File: src/design/cea_pkg.sv
package cea_pkg;

  // Default sizes of the block dictionary and of the block counter.
  localparam int MAX_BLOCK_BITS_DEF   = 8;
  localparam int BLOCK_INDEX_BITS_DEF = 20;

  // Field widths of the channels and registers.
  localparam int BLOCK_LENGTH_W = 4;
  localparam int INIT_BLOCKS_W  = 21;
  localparam int LOG_W          = 21;
  localparam int SUM_W          = 41;
  localparam int SQ_SUM_W       = 61;
  localparam int COUNT_W        = 21;

  // Log2 arithmetic.
  localparam int FRAC_BITS  = 16;
  localparam int STEP_W     = 4;
  localparam int EXP_W      = 5;
  localparam int MANT_W     = 32;
  localparam int SQ_W       = 2 * LOG_W;
  // Widest block distance over the legal range of the counter size.
  localparam int DIST_MAX_W = 25;

  // Reset values of the configuration registers.
  localparam logic [BLOCK_LENGTH_W-1:0] BLOCK_LENGTH_RST = 4'd6;
  localparam logic [INIT_BLOCKS_W-1:0]  INIT_BLOCKS_RST  = 21'd1000;

  // Register indexes on the configuration port.
  localparam logic REG_BLOCK_LENGTH = 1'b0;
  localparam logic REG_INIT_BLOCKS  = 1'b1;

  // One job handed from the front to the back.
  typedef struct packed {
    logic                   clear;
    logic                   done;
    logic                   counted;
    logic                   overflow;
    logic [DIST_MAX_W-1:0]  distance;
    logic [COUNT_W-1:0]     test_count;
  } cea_job_t;

  typedef enum logic [1:0] {
    F_IDLE,
    F_LOOKUP,
    F_PUSH
  } front_state_t;

  typedef enum logic [2:0] {
    B_IDLE,
    B_NORM,
    B_LOG,
    B_SQUARE,
    B_ACC,
    B_OUT
  } back_state_t;

endpackage

File: src/design/cea_queue.sv
// Two-entry job queue between the front and the back.
module cea_queue (
  input  logic              clk,
  input  logic              rst,
  input  logic              push,
  input  cea_pkg::cea_job_t push_job,
  input  logic              pop,
  output cea_pkg::cea_job_t pop_job,
  output logic              full,
  output logic              empty
);

  cea_pkg::cea_job_t entries [2];
  logic       wptr;
  logic       rptr;
  logic [1:0] count;

  assign full    = (count == 2'd2);
  assign empty   = (count == 2'd0);
  assign pop_job = entries[rptr];

  // Pointers and fill level.
  always_ff @(posedge clk) begin
    if (rst) begin
      wptr  <= 1'b0;
      rptr  <= 1'b0;
      count <= 2'd0;
    end else begin
      if (push) begin
        wptr <= ~wptr;
      end
      if (pop) begin
        rptr <= ~rptr;
      end
      if (push && !pop) begin
        count <= count + 2'd1;
      end else if (pop && !push) begin
        count <= count - 2'd1;
      end
    end
  end

  // Storage.
  always_ff @(posedge clk) begin
    if (push) begin
      entries[wptr] <= push_job;
    end
  end

endmodule

File: config.mk
export PLATFORM = sky130hd
export DESIGN_NAME = cea_queue
export DESIGN_NICKNAME = d
export VERILOG_FILES = /design/src/design/cea_pkg.sv /design/src/design/cea_queue.sv
export SDC_FILE = /design/constraint.sdc
export NUM_CORES = 1
export LEC_CHECK = 0
export ABC_AREA = 1
export CORE_UTILIZATION = 45
export CTS_CLUSTER_SIZE = 16
export DETAILED_ROUTE_END_ITERATION = 10
export DONT_BUFFER_PORTS = 1
export GPL_TIMING_DRIVEN = 0
export PLACE_DENSITY = 0.67
export SYNTH_ARGS = -nofsm -noshare
export SYNTH_HDL_FRONTEND = slang
export SYNTH_SLANG_ARGS = --single-unit
File: constraint.sdc
create_clock -name clk -period 5.1 [get_ports clk]
set_clock_uncertainty 0.15 [all_clocks]
set_input_delay 0.765 -clock clk [delete_from_list [all_inputs] [get_ports clk]]
set_output_delay 0.765 -clock clk [all_outputs]
set_load 0.03 [all_outputs]
==> results.yml, run 1 <==
run_status:
  status: "completed"
timing:
  rsz0062_at_grt: "false"
  hold_ws_ps: 332.0
  max_freq_ghz: 0.4402
  slew_headroom_pct: 49.65
  setup_slack_ps: 2829
  drv_slew: 0
  worst_pin_slew_ps: 753.4
  layout_min_cycle_time_ps: 2271
  hold_violations: 0
  finalCritPeriodShare_pct: 44.54
  setup_violations: 0
  tns_ps: 0
place:
  dp.cells: 299
  pre_cts_ws_ps: 2922
  dp_hpwl_um: 3984
  dpl-instance-area_um2: 4274
  place_congestion: 0.5982
  portBuffers: 0
final_layout:
  antenna_cells: 0
  drive_gt1_share_pct: 35.44
  syn2layout_area_growth_pct: 8.379
  finalNonFillerCells: 314
  nets: 257
  fin_area_um2: 4434
yosys:
  ys_seq_area_share_pct: 75.84
  avgSynthCellArea_um2: 21.65
  synth_cells: 189
  synthDistinctLibCells: 15
  synth_fp_nets: 244
  netlist_top_cells_area: "edfxtp_1 (73%), mux2_4 (18%), buf_12 (2.4%)"
  synth_area_um2: 4091
  synth_area_leader_cell: "edfxtp_1"
  yosysWarnings: 0
  synth_top_cell_area_share_pct: 73.39
  synth_seq_cells: 105
drt:
  firstDrtPassIters: 4
  avgViaCountPerCell: 5.070
  drc: 0
  wl_per_cell_um: 19.01
  drtIter0Drc: 56
  vias: 1592
  ant_nets: 0
  wirelength_um: 5970
cts:
  path_clk_slew_ps: 80
  cts_resized: 0
  clk_latency_ps: 340
  numCtsBuffers: 9
  ctsHtreeMaxLevel: 3
  clockBufferDepth: 2
  tritoncts: "yes"
  root_buffer: "clkbuf_8"
  clock_sinks: 105
  postCtsSetupRepairBufs: 0
  ctsHoldBuffers: 0
power_and_ir_drop:
  p_leak_nw: 1.585
  p_per_area_nw_per_um2: 381.6
  vdd_drop_max_uv: 189.6
critical_path:
  crit_chain: "buf_6 -> buf_12 -> mux2_4"
  worstReg2RegEnd: "entries[0][45]"
  reg2reg_from: "wptr"
  crit_path_max_incr_delay_ps: 360
  worstPathMaxFanout: 10
  path_buf_inv: 2
  worstSetupStartpointType: "register"
  cp_data_required_time_ps: 4180
  critPathCaptureType: "output pin"
  rr_worst_depth: 2
  critPathArrivalTime_ps: 1360
  critPathTopFamily: "multiplexers"
  rrSetupSlack_ps: 3380
  cpMaxStageDelayCell: "mux2_4"
  worstSetupPathType: "register to output pin"
global_routing:
  grt_pass1_vias: 1731
  grt_overflow: 0
  grt_pass1_wl_um: 9149
  grt.total_usage_pct: 12.98
  antenna_found_initial: 0
  grt_max_degree: 32
floorplan:
  initial_core_util_pct: 46.69
  ios: 106
  core_um2: 8763
  rows: 34
  chipWidth_um: 97.35
  die_h_um: 97.35
  die_area_um2: 9477
hold_path:
  min_path_cells: 1
  holdPathEnd: "rptr"
  hold_path_class: "input port to register"
  worstHoldStart: "rst"
job:
  drv_cap: 0
state kept, by name, summed over array words and instances, names as in the netlist, named ones only:
signal,count
entries,100
count,2
rptr,1
wptr,1
metrics by stage:
stage / util (%) / power [mW]
global route: 50.60 / 1.756
finish: 50.60 / 1.692
detailed placement: 48.77 / 1.289
global placement: 48.23 / 1.282
floorplan: - / 1.256
CTS: 50.60 / 1.718
power breakdown:
group,internal [mW],leakage (nW),switching (mW)
logic,0.0963,0.528,0.160
registers,0.995,0.980,0.0121
clock network,0.171,0.0762,0.257
total,1.26,1.58,0.429
cell type report:
cell class	count	area, µm²
Fill cell	713	4329
Sequential cell	105	3103
Multi-Input combinational cell	69	850.8
Tap cell	108	135.1
Clock buffer	9	123.9
Buffer	6	111.4
Timing Repair Buffer	2	40.04
Clock inverter	6	36.28
Inverter	9	33.78
cell families (layout without fill, tap and decap cells):
group	after synthesis	after routing	share of synthesized area (%)
multiplexers	50	50	18.35
flip-flops	105	105	75.84
adder cells (fa/ha/maj)	1	1	0.3058
AND/OR/NAND/NOR	15	15	1.499
buffers and inverters	15	32	3.547
AO/OA/AOI/OAI	2	2	0.2444
XOR/XNOR	1	1	0.2141
worst max-delay path by stage:
| stage | endpoint | depth (start not counted) | startpoint | slack [ps] |
|---|---|---|---|---|
| 2_1_floorplan | entries[0][0] | 2 | push | 1590 |
| 3_3_place_gp | entries[0][1] | 2 | push | 360 |
| 3_5_place_dp | entries[0][1] | 3 | push | 2920 |
| 4_1_cts | pop_job[40] | 3 | register | 2790 |
| 5_1_grt | pop_job[36] | 3 | register | 2750 |
| 6_report | pop_job[48] | 3 | register | 2830 |
placed cells by master, fill, tap and decap left out:
cell,instances
inv_2,1
clkinvlp_4,2
inv_1,8
mux2_4,50
nor3_1,1
buf_12,7
clkbuf_8,9
nand4_1,1
o21ai_0,1
nor2_1,6
nor2_4,1
clkinv_1,2
edfxtp_1,100
buf_6,1
a21oi_1,1
clkinv_4,1
ha_1,1
clkinv_2,1
nand3_1,1
xnor2_1,1
dfxtp_1,5
nand2_1,5
worst register-to-register path, stage by stage (launching register included):
cell	delay (ps)
dfxtp_1	350
nor2_4	610
buf_12	290
layer usage:
layer / vias to the layer above / track usage [%] / part of all wire, % / routed length, µm
met3: 10 / 5.468 / 8.2 / 492
met2: 61 / 22.16 / 52 / 3101
met4: 0 / 6.109 / 1.5 / 92
li1: 741 / - / - / -
met1: 780 / 13.94 / 38 / 2283
met5: - / 0 / 0 / 0
synthesized netlist by cell type:
cell,n
edfxtp_1,100
mux2_4,50
inv_1,9
nor2_1,7
buf_12,5
dfxtp_1,5
nand2_1,5
a21oi_1,1
buf_6,1
ha_1,1
nand3_1,1
nand4_1,1
nor3_1,1
o21ai_0,1
xnor2_1,1
No activity file was read; power rests on OpenSTA's default activity.
==> run 2: changes to the inputs <==
--- a/config.mk
+++ b/config.mk
@@ -5,13 +5,13 @@
 export SDC_FILE = /design/constraint.sdc
 export NUM_CORES = 1
 export LEC_CHECK = 0
-export ABC_AREA = 1
+export ABC_AREA = 0
 export CORE_UTILIZATION = 45
 export CTS_CLUSTER_SIZE = 16
 export DETAILED_ROUTE_END_ITERATION = 10
 export DONT_BUFFER_PORTS = 1
 export GPL_TIMING_DRIVEN = 0
-export PLACE_DENSITY = 0.67
+export PLACE_DENSITY = 0.69
 export SYNTH_ARGS = -nofsm -noshare
 export SYNTH_HDL_FRONTEND = slang
 export SYNTH_SLANG_ARGS = --single-unit
==> constraint.sdc (replaced) <==
create_clock -name clk -period 1.96 [get_ports clk]
set_clock_uncertainty 0.15 [all_clocks]
set_input_delay 0.294 -clock clk [delete_from_list [all_inputs] [get_ports clk]]
set_output_delay 0.294 -clock clk [all_outputs]
set_load 0.03 [all_outputs]
==> run 2 against run 1 <==
Net effect: register-to-register slack worse by 3100 ps; first-iteration DRC count is 7.1% lower; critical endpoint is now pop_job[46]; critical path depth stayed put.
==> results.yml, run 2 <==
run_status:
  status: "completed"
global_routing:
  grt_overflow: 0
  grt_pass1_vias: 1907
  grt_max_degree: 51
  grt_pass1_wl_um: 9473
  grt.total_usage_pct: 14.94
  antenna_found_initial: 0
yosys:
  synth_top_cell_area_share_pct: 78.95
  synth_area_um2: 3804
  synthTopCellsByCount: "edfxtp_1 (100), mux2_2 (46), buf_2 (6)"
  ys.flop_type: "edfxtp_1"
  yosysWarnings: 0
  synth_area_leader_cell: "edfxtp_1"
  synth_seq_cells: 105
  synthMostInstantiatedCell: "edfxtp_1"
  netlist_top_cells_area: "edfxtp_1 (79%), mux2_2 (14%), dfxtp_1 (2.6%)"
  async_flop_share_pct: 0
  ys_seq_area_share_pct: 81.58
  avgSynthCellArea_um2: 21.37
  synthDistinctLibCells: 16
  synth_edf_count: 100
  synth_cells: 178
  synth_fp_nets: 233
place:
  dp_hpwl_um: 3758
  pre_cts_ws_ps: -42.02
  place_congestion: 0.6028
  dpl-instance-area_um2: 3999
  portBuffers: 0
timing:
  rsz0062_at_grt: "true"
  drv_slew: 0
  worst_pin_slew_ps: 700.2
  layout_min_cycle_time_ps: 1945
  setup_violations: 0
  slew_headroom_pct: 53.32
  setup_slack_ps: 14.57
  hold_violations: 0
  max_freq_ghz: 0.5140
  finalCritPeriodShare_pct: 99.26
cts:
  postCtsSetupRepairBufs: 0
  root_buffer: "clkbuf_8"
  path_clk_slew_ps: 90
  clock_sinks: 105
  numCtsBuffers: 9
  clk_latency_ps: 340
  ctsHtreeMaxLevel: 3
  tritoncts: "yes"
  clockBufferDepth: 2
floorplan:
  initial_core_util_pct: 46.29
  rows: 33
  chipWidth_um: 93.94
  core_um2: 8217
  die_area_um2: 8824
  ios: 106
  die_h_um: 93.94
critical_path:
  cpMaxStageDelayCell: "mux2_2"
  crit_chain: "buf_2 -> clkbuf_4 -> mux2_2"
  path_buf_inv: 2
  rr_worst_depth: 3
  rrSetupSlack_ps: 270
  worstSetupStartpointType: "register"
  critPathCaptureType: "output pin"
  crit_path_max_incr_delay_ps: 450
  cp_data_required_time_ps: 1520
  reg2reg_from: "wptr"
  critPathTopFamily: "multiplexers"
  worstReg2RegEnd: "entries[0][29]"
  worstSetupPathType: "register to output pin"
  worstPathMaxFanout: 10
  critPathArrivalTime_ps: 1500
final_layout:
  most-common-layout-cells: "edfxtp_1 (100), dlygate4sd3_1 (53), mux2_2 (44), clkbuf_8 (9), mux2_4 (6)"
  final_common_cell: "edfxtp_1"
  fin_area_um2: 4751
  reg_top3: "entries (100), count (2)"
  drive_gt1_share_pct: 29.84
  antenna_cells: 0
  largest_register_ffs: 100
  fillers: 647
  syn2layout_area_growth_pct: 24.90
  nets: 299
  top_register: "entries"
power_and_ir_drop:
  power_switching_mw: 1.157
  power_mw: 4.603
  p_leak_nw: 1.610
  p_int_mw: 3.446
  switching_share_pct: 25.13
  pwr-share-comb_pct: 15.4
  p_per_area_nw_per_um2: 968.9
  clkPwrFrac_pct: 27.1
  p_seq_share_pct: 57.5
  vdd_drop_max_uv: 473.9
hold_path:
  worstHoldStart: "push"
  hold_path_class: "input port to register"
  min_path_cells: 1
  holdPathEnd: "entries[0][40]"
drt:
  ant_nets: 0
  wirelength_um: 6269
  avgViaCountPerCell: 5.051
  drc: 0
  firstDrtPassIters: 4
  vias: 1783
  drtIter0Drc: 52
  wl_per_cell_um: 17.76
job:
  drv_cap: 0
## run 2: logic make-up after synthesis
group | after synthesis | synth area share (%)
flip-flops | 105 | 81.58
AND/OR/NAND/NOR | 9 | 1.218
multiplexers | 50 | 14.80
XOR/XNOR | 4 | 0.9212
AO/OA/AOI/OAI | 2 | 0.2629
buffers and inverters | 7 | 0.8881
adder cells (fa/ha/maj) | 1 | 0.3289
## run 2: metal layers
metal  share of wire [%]  vias to the layer above  track usage [%]
met4                 1.6                        0            7.308
met3                 7.0                       11            4.288
met5                   0                        -                0
met2                  52                       72            25.79
met1                  40                      877            16.92
li1                    -                      823                -
## run 2: how the worst max path moves through the flow
stage	cells past startpoint	to
2_1_floorplan	1	entries[0][0]
3_3_place_gp	1	entries[0][13]
3_5_place_dp	1	entries[1][6]
4_1_cts	3	pop_job[45]
5_1_grt	3	pop_job[35]
6_report	3	pop_job[46]
## run 2: power groups by stage
stage               registers [mW]  clock network [mW]  logic (mW)
finish                        2.65                1.25       0.707
global route                  2.66                1.37       0.743
CTS                           2.65                1.30       0.707
detailed placement            2.70                   0       0.591
global placement              2.69                   0       0.568
floorplan                     2.69                   0       0.503
## run 2: timing repair
item | CTS | global route
resized for setup | 10 | 6
endpoints found under the setup margin | 100 | 46
hold buffers | 53 | 0
endpoints found under the hold margin | 105 | 0
## run 2: through the flow
stage	hold slack [ps]	utilization [%]	instances	TNS (ps)
CTS	126.0	57.61	353	-2334
global placement	214.9	48.00	283	-7415
global route	171.0	57.82	353	-2387
detailed placement	215.9	48.67	285	-2033
finish	181.8	57.82	353	0
floorplan	213.1	-	178	0
## run 2: area by class of cell
cell class | count | area (µm²) | area share, %
Buffer | 6 | 42.54 | 0.8954
Clock buffer | 10 | 127.6 | 2.686
Clock inverter | 5 | 57.56 | 1.211
Inverter | 1 | 3.754 | 0.07901
Multi-Input combinational cell | 66 | 699.4 | 14.72
Sequential cell | 105 | 3103 | 65.31
Tap cell | 105 | 131.4 | 2.765
Timing Repair Buffer | 55 | 585.6 | 12.33
## run 2: worst register-to-register path, cell delays in order, from the launching register on
cell and delay [ps]:
dfxtp_1 360, nor2b_4 480, buf_16 230, buf_16 170
