[src/design/cea_pkg.sv]
package cea_pkg;

  // Default sizes of the block dictionary and of the block counter.
  localparam int MAX_BLOCK_BITS_DEF   = 8;
  localparam int BLOCK_INDEX_BITS_DEF = 20;

  // Field widths of the channels and registers.
  localparam int BLOCK_LENGTH_W = 4;
  localparam int INIT_BLOCKS_W  = 21;
  localparam int LOG_W          = 21;
  localparam int SUM_W          = 41;
  localparam int SQ_SUM_W       = 61;
  localparam int COUNT_W        = 21;

  // Log2 arithmetic.
  localparam int FRAC_BITS  = 16;
  localparam int STEP_W     = 4;
  localparam int EXP_W      = 5;
  localparam int MANT_W     = 32;
  localparam int SQ_W       = 2 * LOG_W;
  // Widest block distance over the legal range of the counter size.
  localparam int DIST_MAX_W = 25;

  // Reset values of the configuration registers.
  localparam logic [BLOCK_LENGTH_W-1:0] BLOCK_LENGTH_RST = 4'd6;
  localparam logic [INIT_BLOCKS_W-1:0]  INIT_BLOCKS_RST  = 21'd1000;

  // Register indexes on the configuration port.
  localparam logic REG_BLOCK_LENGTH = 1'b0;
  localparam logic REG_INIT_BLOCKS  = 1'b1;

  // One job handed from the front to the back.
  typedef struct packed {
    logic                   clear;
    logic                   done;
    logic                   counted;
    logic                   overflow;
    logic [DIST_MAX_W-1:0]  distance;
    logic [COUNT_W-1:0]     test_count;
  } cea_job_t;

  typedef enum logic [1:0] {
    F_IDLE,
    F_LOOKUP,
    F_PUSH
  } front_state_t;

  typedef enum logic [2:0] {
    B_IDLE,
    B_NORM,
    B_LOG,
    B_SQUARE,
    B_ACC,
    B_OUT
  } back_state_t;

endpackage

[src/design/cea_if.sv]


// Channel that carries accumulated results out of the block.
interface cea_result_if;
  logic                        valid;
  logic                        ready;
  logic [cea_pkg::LOG_W-1:0]    log_distance;
  logic [cea_pkg::SUM_W-1:0]    distance_sum;
  logic [cea_pkg::SQ_SUM_W-1:0] distance_square_sum;
  logic [cea_pkg::COUNT_W-1:0]  test_block_count;
  logic                        block_counted;
  logic                        sequence_done;
  logic                        count_overflow;

  modport source (output valid, log_distance, distance_sum, distance_square_sum,
                  test_block_count, block_counted, sequence_done, count_overflow,
                  input ready);
  modport sink (input valid, log_distance, distance_sum, distance_square_sum,
                test_block_count, block_counted, sequence_done, count_overflow,
                output ready);
endinterface

[src/design/cea_back.sv]
// Takes jobs from the queue, forms the fixed point log2 of the distance,
// keeps the sums and holds the result register.
module cea_back #(
  parameter int BLOCK_INDEX_BITS = cea_pkg::BLOCK_INDEX_BITS_DEF
) (
  input  logic              clk,
  input  logic              rst,
  input  logic              queue_empty,
  input  cea_pkg::cea_job_t job,
  output logic              pop,
  cea_result_if.source      result
);

  localparam int DW = BLOCK_INDEX_BITS + 1;
  localparam int MW = cea_pkg::MANT_W;

  cea_pkg::back_state_t state, state_next;

  logic                           cur_done;
  logic                           cur_counted;
  logic                           cur_overflow;
  logic [cea_pkg::COUNT_W-1:0]    cur_tc;
  logic [MW-1:0]                  mant;
  logic [cea_pkg::EXP_W-1:0]      expo;
  logic [cea_pkg::FRAC_BITS-1:0]  frac;
  logic [cea_pkg::STEP_W-1:0]     step;
  logic [cea_pkg::SQ_W-1:0]       sq;
  logic [cea_pkg::SUM_W-1:0]      log_sum;
  logic [cea_pkg::SQ_SUM_W-1:0]   log_square_sum;
  logic                           out_valid;

  logic [cea_pkg::LOG_W-1:0]      log_d;
  logic [2*MW-1:0]                prod;
  logic [MW:0]                    sq_top;
  logic                           load_out;

  assign log_d  = {expo, frac};
  assign prod   = (2*MW)'(mant) * (2*MW)'(mant);
  assign sq_top = prod[2*MW-1:MW-1];

  // Next state.
  always_comb begin
    state_next = state;
    unique case (state)
      cea_pkg::B_IDLE: begin
        if (!queue_empty) begin
          priority if (job.counted) begin
            state_next = cea_pkg::B_NORM;
          end else if (job.done) begin
            state_next = cea_pkg::B_OUT;
          end else begin
            state_next = cea_pkg::B_IDLE;
          end
        end
      end
      cea_pkg::B_NORM: begin
        if (mant[MW-1]) begin
          state_next = cea_pkg::B_LOG;
        end
      end
      cea_pkg::B_LOG: begin
        if (step == '1) begin
          state_next = cea_pkg::B_SQUARE;
        end
      end
      cea_pkg::B_SQUARE: begin
        state_next = cea_pkg::B_ACC;
      end
      cea_pkg::B_ACC: begin
        state_next = cea_pkg::B_OUT;
      end
      cea_pkg::B_OUT: begin
        if (!out_valid || result.ready) begin
          state_next = cea_pkg::B_IDLE;
        end
      end
      default: begin
        state_next = cea_pkg::B_IDLE;
      end
    endcase
  end

  // Outputs.
  always_comb begin
    pop          = (state == cea_pkg::B_IDLE) && !queue_empty;
    load_out     = (state == cea_pkg::B_OUT) && (!out_valid || result.ready);
    result.valid = out_valid;
  end

  // Control state and sums.
  always_ff @(posedge clk) begin
    if (rst) begin
      state          <= cea_pkg::B_IDLE;
      out_valid      <= 1'b0;
      log_sum        <= '0;
      log_square_sum <= '0;
    end else begin
      state <= state_next;
      if (pop && job.clear) begin
        log_sum        <= '0;
        log_square_sum <= '0;
      end
      if (state == cea_pkg::B_ACC) begin
        log_sum        <= log_sum + cea_pkg::SUM_W'(log_d);
        log_square_sum <= log_square_sum + cea_pkg::SQ_SUM_W'(sq);
      end
      if (load_out) begin
        out_valid <= 1'b1;
      end else if (result.ready) begin
        out_valid <= 1'b0;
      end
    end
  end

  // Log2 datapath: normalize one bit a cycle, then one squaring per fraction bit.
  always_ff @(posedge clk) begin
    unique case (state)
      cea_pkg::B_IDLE: begin
        if (pop) begin
          cur_done     <= job.done;
          cur_counted  <= job.counted;
          cur_overflow <= job.overflow;
          cur_tc       <= job.test_count;
          mant         <= MW'(job.distance[DW-1:0]) << (MW - DW);
          expo         <= cea_pkg::EXP_W'(DW - 1);
          frac         <= '0;
          step         <= '0;
        end
      end
      cea_pkg::B_NORM: begin
        if (!mant[MW-1]) begin
          mant <= mant << 1;
          expo <= expo - cea_pkg::EXP_W'(1);
        end
      end
      cea_pkg::B_LOG: begin
        frac <= {frac[cea_pkg::FRAC_BITS-2:0], sq_top[MW]};
        mant <= sq_top[MW] ? sq_top[MW:1] : sq_top[MW-1:0];
        step <= step + cea_pkg::STEP_W'(1);
      end
      cea_pkg::B_SQUARE: begin
        sq <= cea_pkg::SQ_W'(log_d) * cea_pkg::SQ_W'(log_d);
      end
      default: begin
      end
    endcase
  end

  // Result register.
  always_ff @(posedge clk) begin
    if (load_out) begin
      result.log_distance        <= cur_counted ? log_d : '0;
      result.distance_sum        <= log_sum;
      result.distance_square_sum <= log_square_sum;
      result.test_block_count    <= cur_tc;
      result.block_counted       <= cur_counted;
      result.sequence_done       <= cur_done;
      result.count_overflow      <= cur_overflow;
    end
  end

endmodule

[src/flat_wrapper.sv]
// flat-port wrapper written by rule: the top's interface ports become plain ports
module cea_back_flat 
#(
  parameter int BLOCK_INDEX_BITS = cea_pkg::BLOCK_INDEX_BITS_DEF
)
  (clk, rst, queue_empty, job, pop, result_valid, result_log_distance, result_distance_sum, result_distance_square_sum, result_test_block_count, result_block_counted, result_sequence_done, result_count_overflow, result_ready);
  cea_result_if result_i ();
  input  logic clk;
  input  logic rst;
  input  logic queue_empty;
  input  cea_pkg::cea_job_t job;
  output logic pop;
  output wire logic [$bits(result_i.valid)-1:0] result_valid;
  output wire logic [$bits(result_i.log_distance)-1:0] result_log_distance;
  output wire logic [$bits(result_i.distance_sum)-1:0] result_distance_sum;
  output wire logic [$bits(result_i.distance_square_sum)-1:0] result_distance_square_sum;
  output wire logic [$bits(result_i.test_block_count)-1:0] result_test_block_count;
  output wire logic [$bits(result_i.block_counted)-1:0] result_block_counted;
  output wire logic [$bits(result_i.sequence_done)-1:0] result_sequence_done;
  output wire logic [$bits(result_i.count_overflow)-1:0] result_count_overflow;
  input wire logic [$bits(result_i.ready)-1:0] result_ready;
  assign result_valid = result_i.valid;
  assign result_log_distance = result_i.log_distance;
  assign result_distance_sum = result_i.distance_sum;
  assign result_distance_square_sum = result_i.distance_square_sum;
  assign result_test_block_count = result_i.test_block_count;
  assign result_block_counted = result_i.block_counted;
  assign result_sequence_done = result_i.sequence_done;
  assign result_count_overflow = result_i.count_overflow;
  assign result_i.ready = result_ready;
  cea_back #(.BLOCK_INDEX_BITS(BLOCK_INDEX_BITS)) u_core (.clk(clk), .rst(rst), .queue_empty(queue_empty), .job(job), .pop(pop), .result(result_i));
endmodule
[config.mk]
export PLATFORM = sky130hd
export DESIGN_NAME = cea_back_flat
export DESIGN_NICKNAME = d
export VERILOG_FILES = /design/src/design/cea_pkg.sv /design/src/design/cea_if.sv /design/src/design/cea_back.sv /design/src/flat_wrapper.sv
export SDC_FILE = /design/constraint.sdc
export NUM_CORES = 2
export LEC_CHECK = 0
export ABC_CLOCK_PERIOD_IN_PS = 11300
export CAP_MARGIN = 15
export CORE_MARGIN = 2
export CORE_UTILIZATION = 45
export CTS_CLUSTER_SIZE = 30
export DETAILED_ROUTE_END_ITERATION = 10
export DONT_BUFFER_PORTS = 1
export GPL_TIMING_DRIVEN = 0
export PLACE_DENSITY = 0.6
export SETUP_SLACK_MARGIN = 0.1
export SYNTH_ARGS = -nofsm -noshare
export SYNTH_HDL_FRONTEND = slang
export SYNTH_SLANG_ARGS = --single-unit
[constraint.sdc]
create_clock -name clk -period 11.3 [get_ports clk]
set_input_delay 2.26 -clock clk [delete_from_list [all_inputs] [get_ports clk]]
set_output_delay 2.26 -clock clk [all_outputs]
set_load 0.02 [all_outputs]
==> run_results.csv <==
group,metric,value,unit
timing,setup-violations-final,0,
critical_path,regToRegStartpoint,"u_core.mant[25]",
place,port_buffers,0,
critical_path,critical_path.slowest_cell,"sky130_fd_sc_hd__clkbuf_1",
clock_network,clkTransAtPathRegs,60,ps
critical_path,crit_path_frequent_cell,"sky130_fd_sc_hd__fa_1",
clock_network,count_of_hold_buffers_inserted_by_post_cts_repair,0,
global_routing,grt_overflow,0,
routing,drt_iter0_markers,3500,
status,status,"completed",
yosys,synthTopCellsByCount,"sky130_fd_sc_hd__inv_1 (1402), sky130_fd_sc_hd__fa_1 (1101), sky130_fd_sc_hd__ha_1 (518)",
die,die-area,132000,µm²
timing,min_period,11060,ps
clock_network,tritoncts.num_buffers,45,
yosys,synth_cell_type_count,94,
clock_network,post_cts_resize_count,0,
routing,detail_route.vias_per_cell,5.49,
clock_network,cts_tree,"built",
die,number_of_standard_cell_rows_in_the_floorplan,131,
die,core_box_area,128000,µm²
critical_path,delay_heaviest_family_cp,"adder cells",
routing,routed_wirelength,185000,µm
timing,setup_total_negative_slack,0,ps
timing,period_utilization_post_route,0.979,
clock_network,max-clock-path-buffers,3,
worst_hold_path,worst_hold_path_cell_count,0,
global_routing,grt_antenna_before_repair,20,
clock_network,clkSinkCount,375,
yosys,synthMostInstantiatedCell,"sky130_fd_sc_hd__inv_1",
timing,setup_repair_after_global_routing_missed_its_margin,"no",
yosys,synth_area,58000,µm²
routing,route.detailed.drc,0,
die,num_io_pins,203,
yosys,async_flop_share,0,
critical_path,r2r_endpoint,"u_core.mant[8]",
yosys,synthesis.nets,7513,
yosys,yosys.area.top_type,"sky130_fd_sc_hd__fa_1",
critical_path,r2r_cells,26,
timing,upper_clock_frequency_limit,90.4,MHz
place,place.detailed.hpwl,152000,µm
critical_path,reg2reg_slack,240,ps
critical_path,critical_path_required,11600,ps
critical_path,worst-endpoint-arrival,11360,ps
yosys,synth-warning-count,0,
cells_and_area,final_layout_size_suffix_gt1_frac,0.0298,
yosys,synth_flop_cell,"sky130_fd_sc_hd__edfxtp_1",
yosys,post_synth_edffs,269,
place,globalplace.congestion,1.00,
critical_path,critical_path_peak_fanout,10,
worst_hold_path,holdCritStartpoint,"u_core.cur_done",
global_routing,via_count_of_the_first_global_routing_pass,44200,
global_routing,global_route.usage.total,0.288,
timing,hold-worst-slack,409,ps
yosys,synth_area_leaders,"sky130_fd_sc_hd__fa_1 (38%), sky130_fd_sc_hd__edfxtp_1 (14%), sky130_fd_sc_hd__ha_1 (11%)",
timing,drv_slew,0,
critical_path,critPathKind,"reg2reg",
yosys,sequential_fraction_of_the_synthesis_area,0.176,
yosys,yosysTopAreaCellShare,0.380,
clock_network,cts_root_buffer,"sky130_fd_sc_hd__clkbuf_16",
cells_and_area,finish.instance_area,61900,µm²
routing,final_antenna_net_count,0,
timing,skew,51.3,ps
timing,max_slew_headroom,0.132,
die,floorplan.initialDensity,0.454,
place,post_dp_cell_area,60400,µm²
yosys,yosys_register_bits,375,
critical_path,cp-end-kind,"register",
global_routing,grt_first_pass_wirelength,280000,µm
clock_network,htree_levels,2,
critical_path,start_kind,"register",
critical_path,path_buf_inv,8,
worst_hold_path,worstHoldPathType,"reg2reg",
yosys,post_synthesis_instance_total,5840,
global_routing,largest_net_degree_at_the_start_of_global_routing,39,
cells_and_area,layout-area-overhead-vs-synth,6.68,%
worst_hold_path,worstHoldEndpoint,"u_core.result.sequence_done",
clock_network,insertion_delay,640,ps
die,die_outline_height,363,µm
yosys,synth.avg_cell_area,9.93,µm²
routing,via_count,41800,
die,fp.dieW,363,µm
timing,final_hold_viol_count,0,
routing,drtPass1Iterations,5,
cells_and_area,finish.net_count,7578,
timing,tightestPinTransition,1300,ps
routing,wire_per_inst,24.3,µm
critical_path,largest_incremental_delay_on_the_critical_path,940,ps
flow_run,drv_cap,0,
clock_network,cts_setup_buffers,0,
==> layout make-up <==
class / instances / area, µm²
fill: 12000 / 65800
multi-input combinational: 3838 / 41700
antenna: 15 / 37.5
clock inverter: 21 / 218
buffer: 221 / 851
inverter: 1406 / 5280
tap: 1662 / 2080
timing repair buffer: 18 / 272
sequential: 375 / 10200
clock buffer: 62 / 1220
==> kinds of logic (layout without fill, tap and decap cells) <==
| group | after synthesis | count (layout) | share of synthesized area |
|---|---|---|---|
| compound gates | 693 | 693 | 0.0817 |
| flops | 375 | 375 | 0.176 |
| simple gates | 1319 | 1319 | 0.113 |
| fa+ha+maj | 1619 | 1619 | 0.492 |
| xor+xnor | 177 | 177 | 0.0267 |
| mux | 30 | 30 | 0.00548 |
| other cells | 0 | 15 | 0 |
| buf+inv | 1627 | 1728 | 0.106 |
==> layer usage <==
metal  vias up  wire length, µm  part of all wire  global-route usage
met2      1825            81900              0.44               0.447
met4         6             8190             0.044               0.111
met1     21200            77900              0.42               0.396
met3       404            16900             0.092              0.0623
li1      18400                -                 -                   -
met5         -               40           0.00022                   0
==> layout by cell type (no fill, tap or decap), types with 14 or more instances in the layout <==
cell	instances
sky130_fd_sc_hd__a21o_1	86
sky130_fd_sc_hd__and2_1	341
sky130_fd_sc_hd__a22oi_1	28
sky130_fd_sc_hd__diode_2	15
sky130_fd_sc_hd__nand2b_1	25
sky130_fd_sc_hd__inv_1	1402
sky130_fd_sc_hd__clkbuf_16	45
sky130_fd_sc_hd__o211ai_1	22
sky130_fd_sc_hd__nor3_1	31
sky130_fd_sc_hd__nand2_1	486
sky130_fd_sc_hd__clkbuf_1	217
sky130_fd_sc_hd__nand3_1	68
sky130_fd_sc_hd__mux2i_1	16
sky130_fd_sc_hd__edfxtp_1	269
sky130_fd_sc_hd__o21a_1	24
sky130_fd_sc_hd__nand4_1	31
sky130_fd_sc_hd__o41ai_1	21
sky130_fd_sc_hd__fa_1	1101
sky130_fd_sc_hd__dfxtp_1	106
sky130_fd_sc_hd__a21oi_1	183
sky130_fd_sc_hd__o21bai_1	21
sky130_fd_sc_hd__ha_1	518
sky130_fd_sc_hd__nor4_1	14
sky130_fd_sc_hd__nor2b_1	28
sky130_fd_sc_hd__o2111ai_1	16
sky130_fd_sc_hd__and3_1	35
sky130_fd_sc_hd__xor2_1	75
sky130_fd_sc_hd__xnor2_1	102
sky130_fd_sc_hd__or2_2	20
sky130_fd_sc_hd__a31o_2	16
sky130_fd_sc_hd__a31oi_1	24
sky130_fd_sc_hd__o21ai_0	105
sky130_fd_sc_hd__a22o_1	26
sky130_fd_sc_hd__a211oi_1	15
sky130_fd_sc_hd__nor2_1	188
==> stage by stage <==
step	std cells	worst slack, ps	utilization
floorplan	5840	2220	-
global placement	7502	-1190	0.470
detailed placement	7518	573	0.473
CTS	7601	511	0.484
global route	7611	111	0.484
finish	7618	238	0.485
==> flip-flops by register name (all words and copies together), names as in the netlist, 21 cells and up <==
signal	flops
u_core.cur_tc	21
u_core.log_square_sum	61
u_core.log_sum	41
u_core.mant	32
u_core.result.distance_square_sum	61
u_core.result.distance_sum	41
u_core.result.log_distance	21
u_core.result.test_block_count	21
u_core.sq	41
==> worst reg2reg max path, stage by stage (launching register included) <==
cell and delay, ps:
sky130_fd_sc_hd__edfxtp_1 680, sky130_fd_sc_hd__clkbuf_1 760, sky130_fd_sc_hd__clkbuf_1 940, sky130_fd_sc_hd__nand2_1 330
sky130_fd_sc_hd__fa_1 630, sky130_fd_sc_hd__inv_1 50, sky130_fd_sc_hd__fa_1 480, sky130_fd_sc_hd__inv_1 60
sky130_fd_sc_hd__fa_1 480, sky130_fd_sc_hd__fa_1 550, sky130_fd_sc_hd__inv_1 50, sky130_fd_sc_hd__fa_1 460
sky130_fd_sc_hd__fa_1 530, sky130_fd_sc_hd__fa_1 470, sky130_fd_sc_hd__ha_1 310, sky130_fd_sc_hd__ha_1 280
sky130_fd_sc_hd__clkbuf_1 410, sky130_fd_sc_hd__nand4_1 310, sky130_fd_sc_hd__nor3_1 230, sky130_fd_sc_hd__o21ai_0 220
sky130_fd_sc_hd__o31ai_1 690, sky130_fd_sc_hd__o21ba_2 330, sky130_fd_sc_hd__o221ai_2 190, sky130_fd_sc_hd__inv_2 280
sky130_fd_sc_hd__buf_4 310, sky130_fd_sc_hd__mux2i_1 140, sky130_fd_sc_hd__o21ai_0 600
==> worst max-delay path by stage <==
stage	from	endpoint	slack [ps]	cells after the start
floorplan	result_ready	u_core.result.block_counted	2220	2
global placement	result_ready	u_core.result.log_distance[10]	-1190	2
detailed placement	u_core.mant[25]	u_core.mant[8]	570	26
CTS	u_core.mant[25]	u_core.mant[8]	510	26
global route	u_core.mant[25]	u_core.mant[8]	110	26
finish	u_core.mant[25]	u_core.mant[8]	240	26
Power is left out: the tool's default activity adds up to more than one toggle a clock period on the data nets, which glitch-free logic cannot reach.
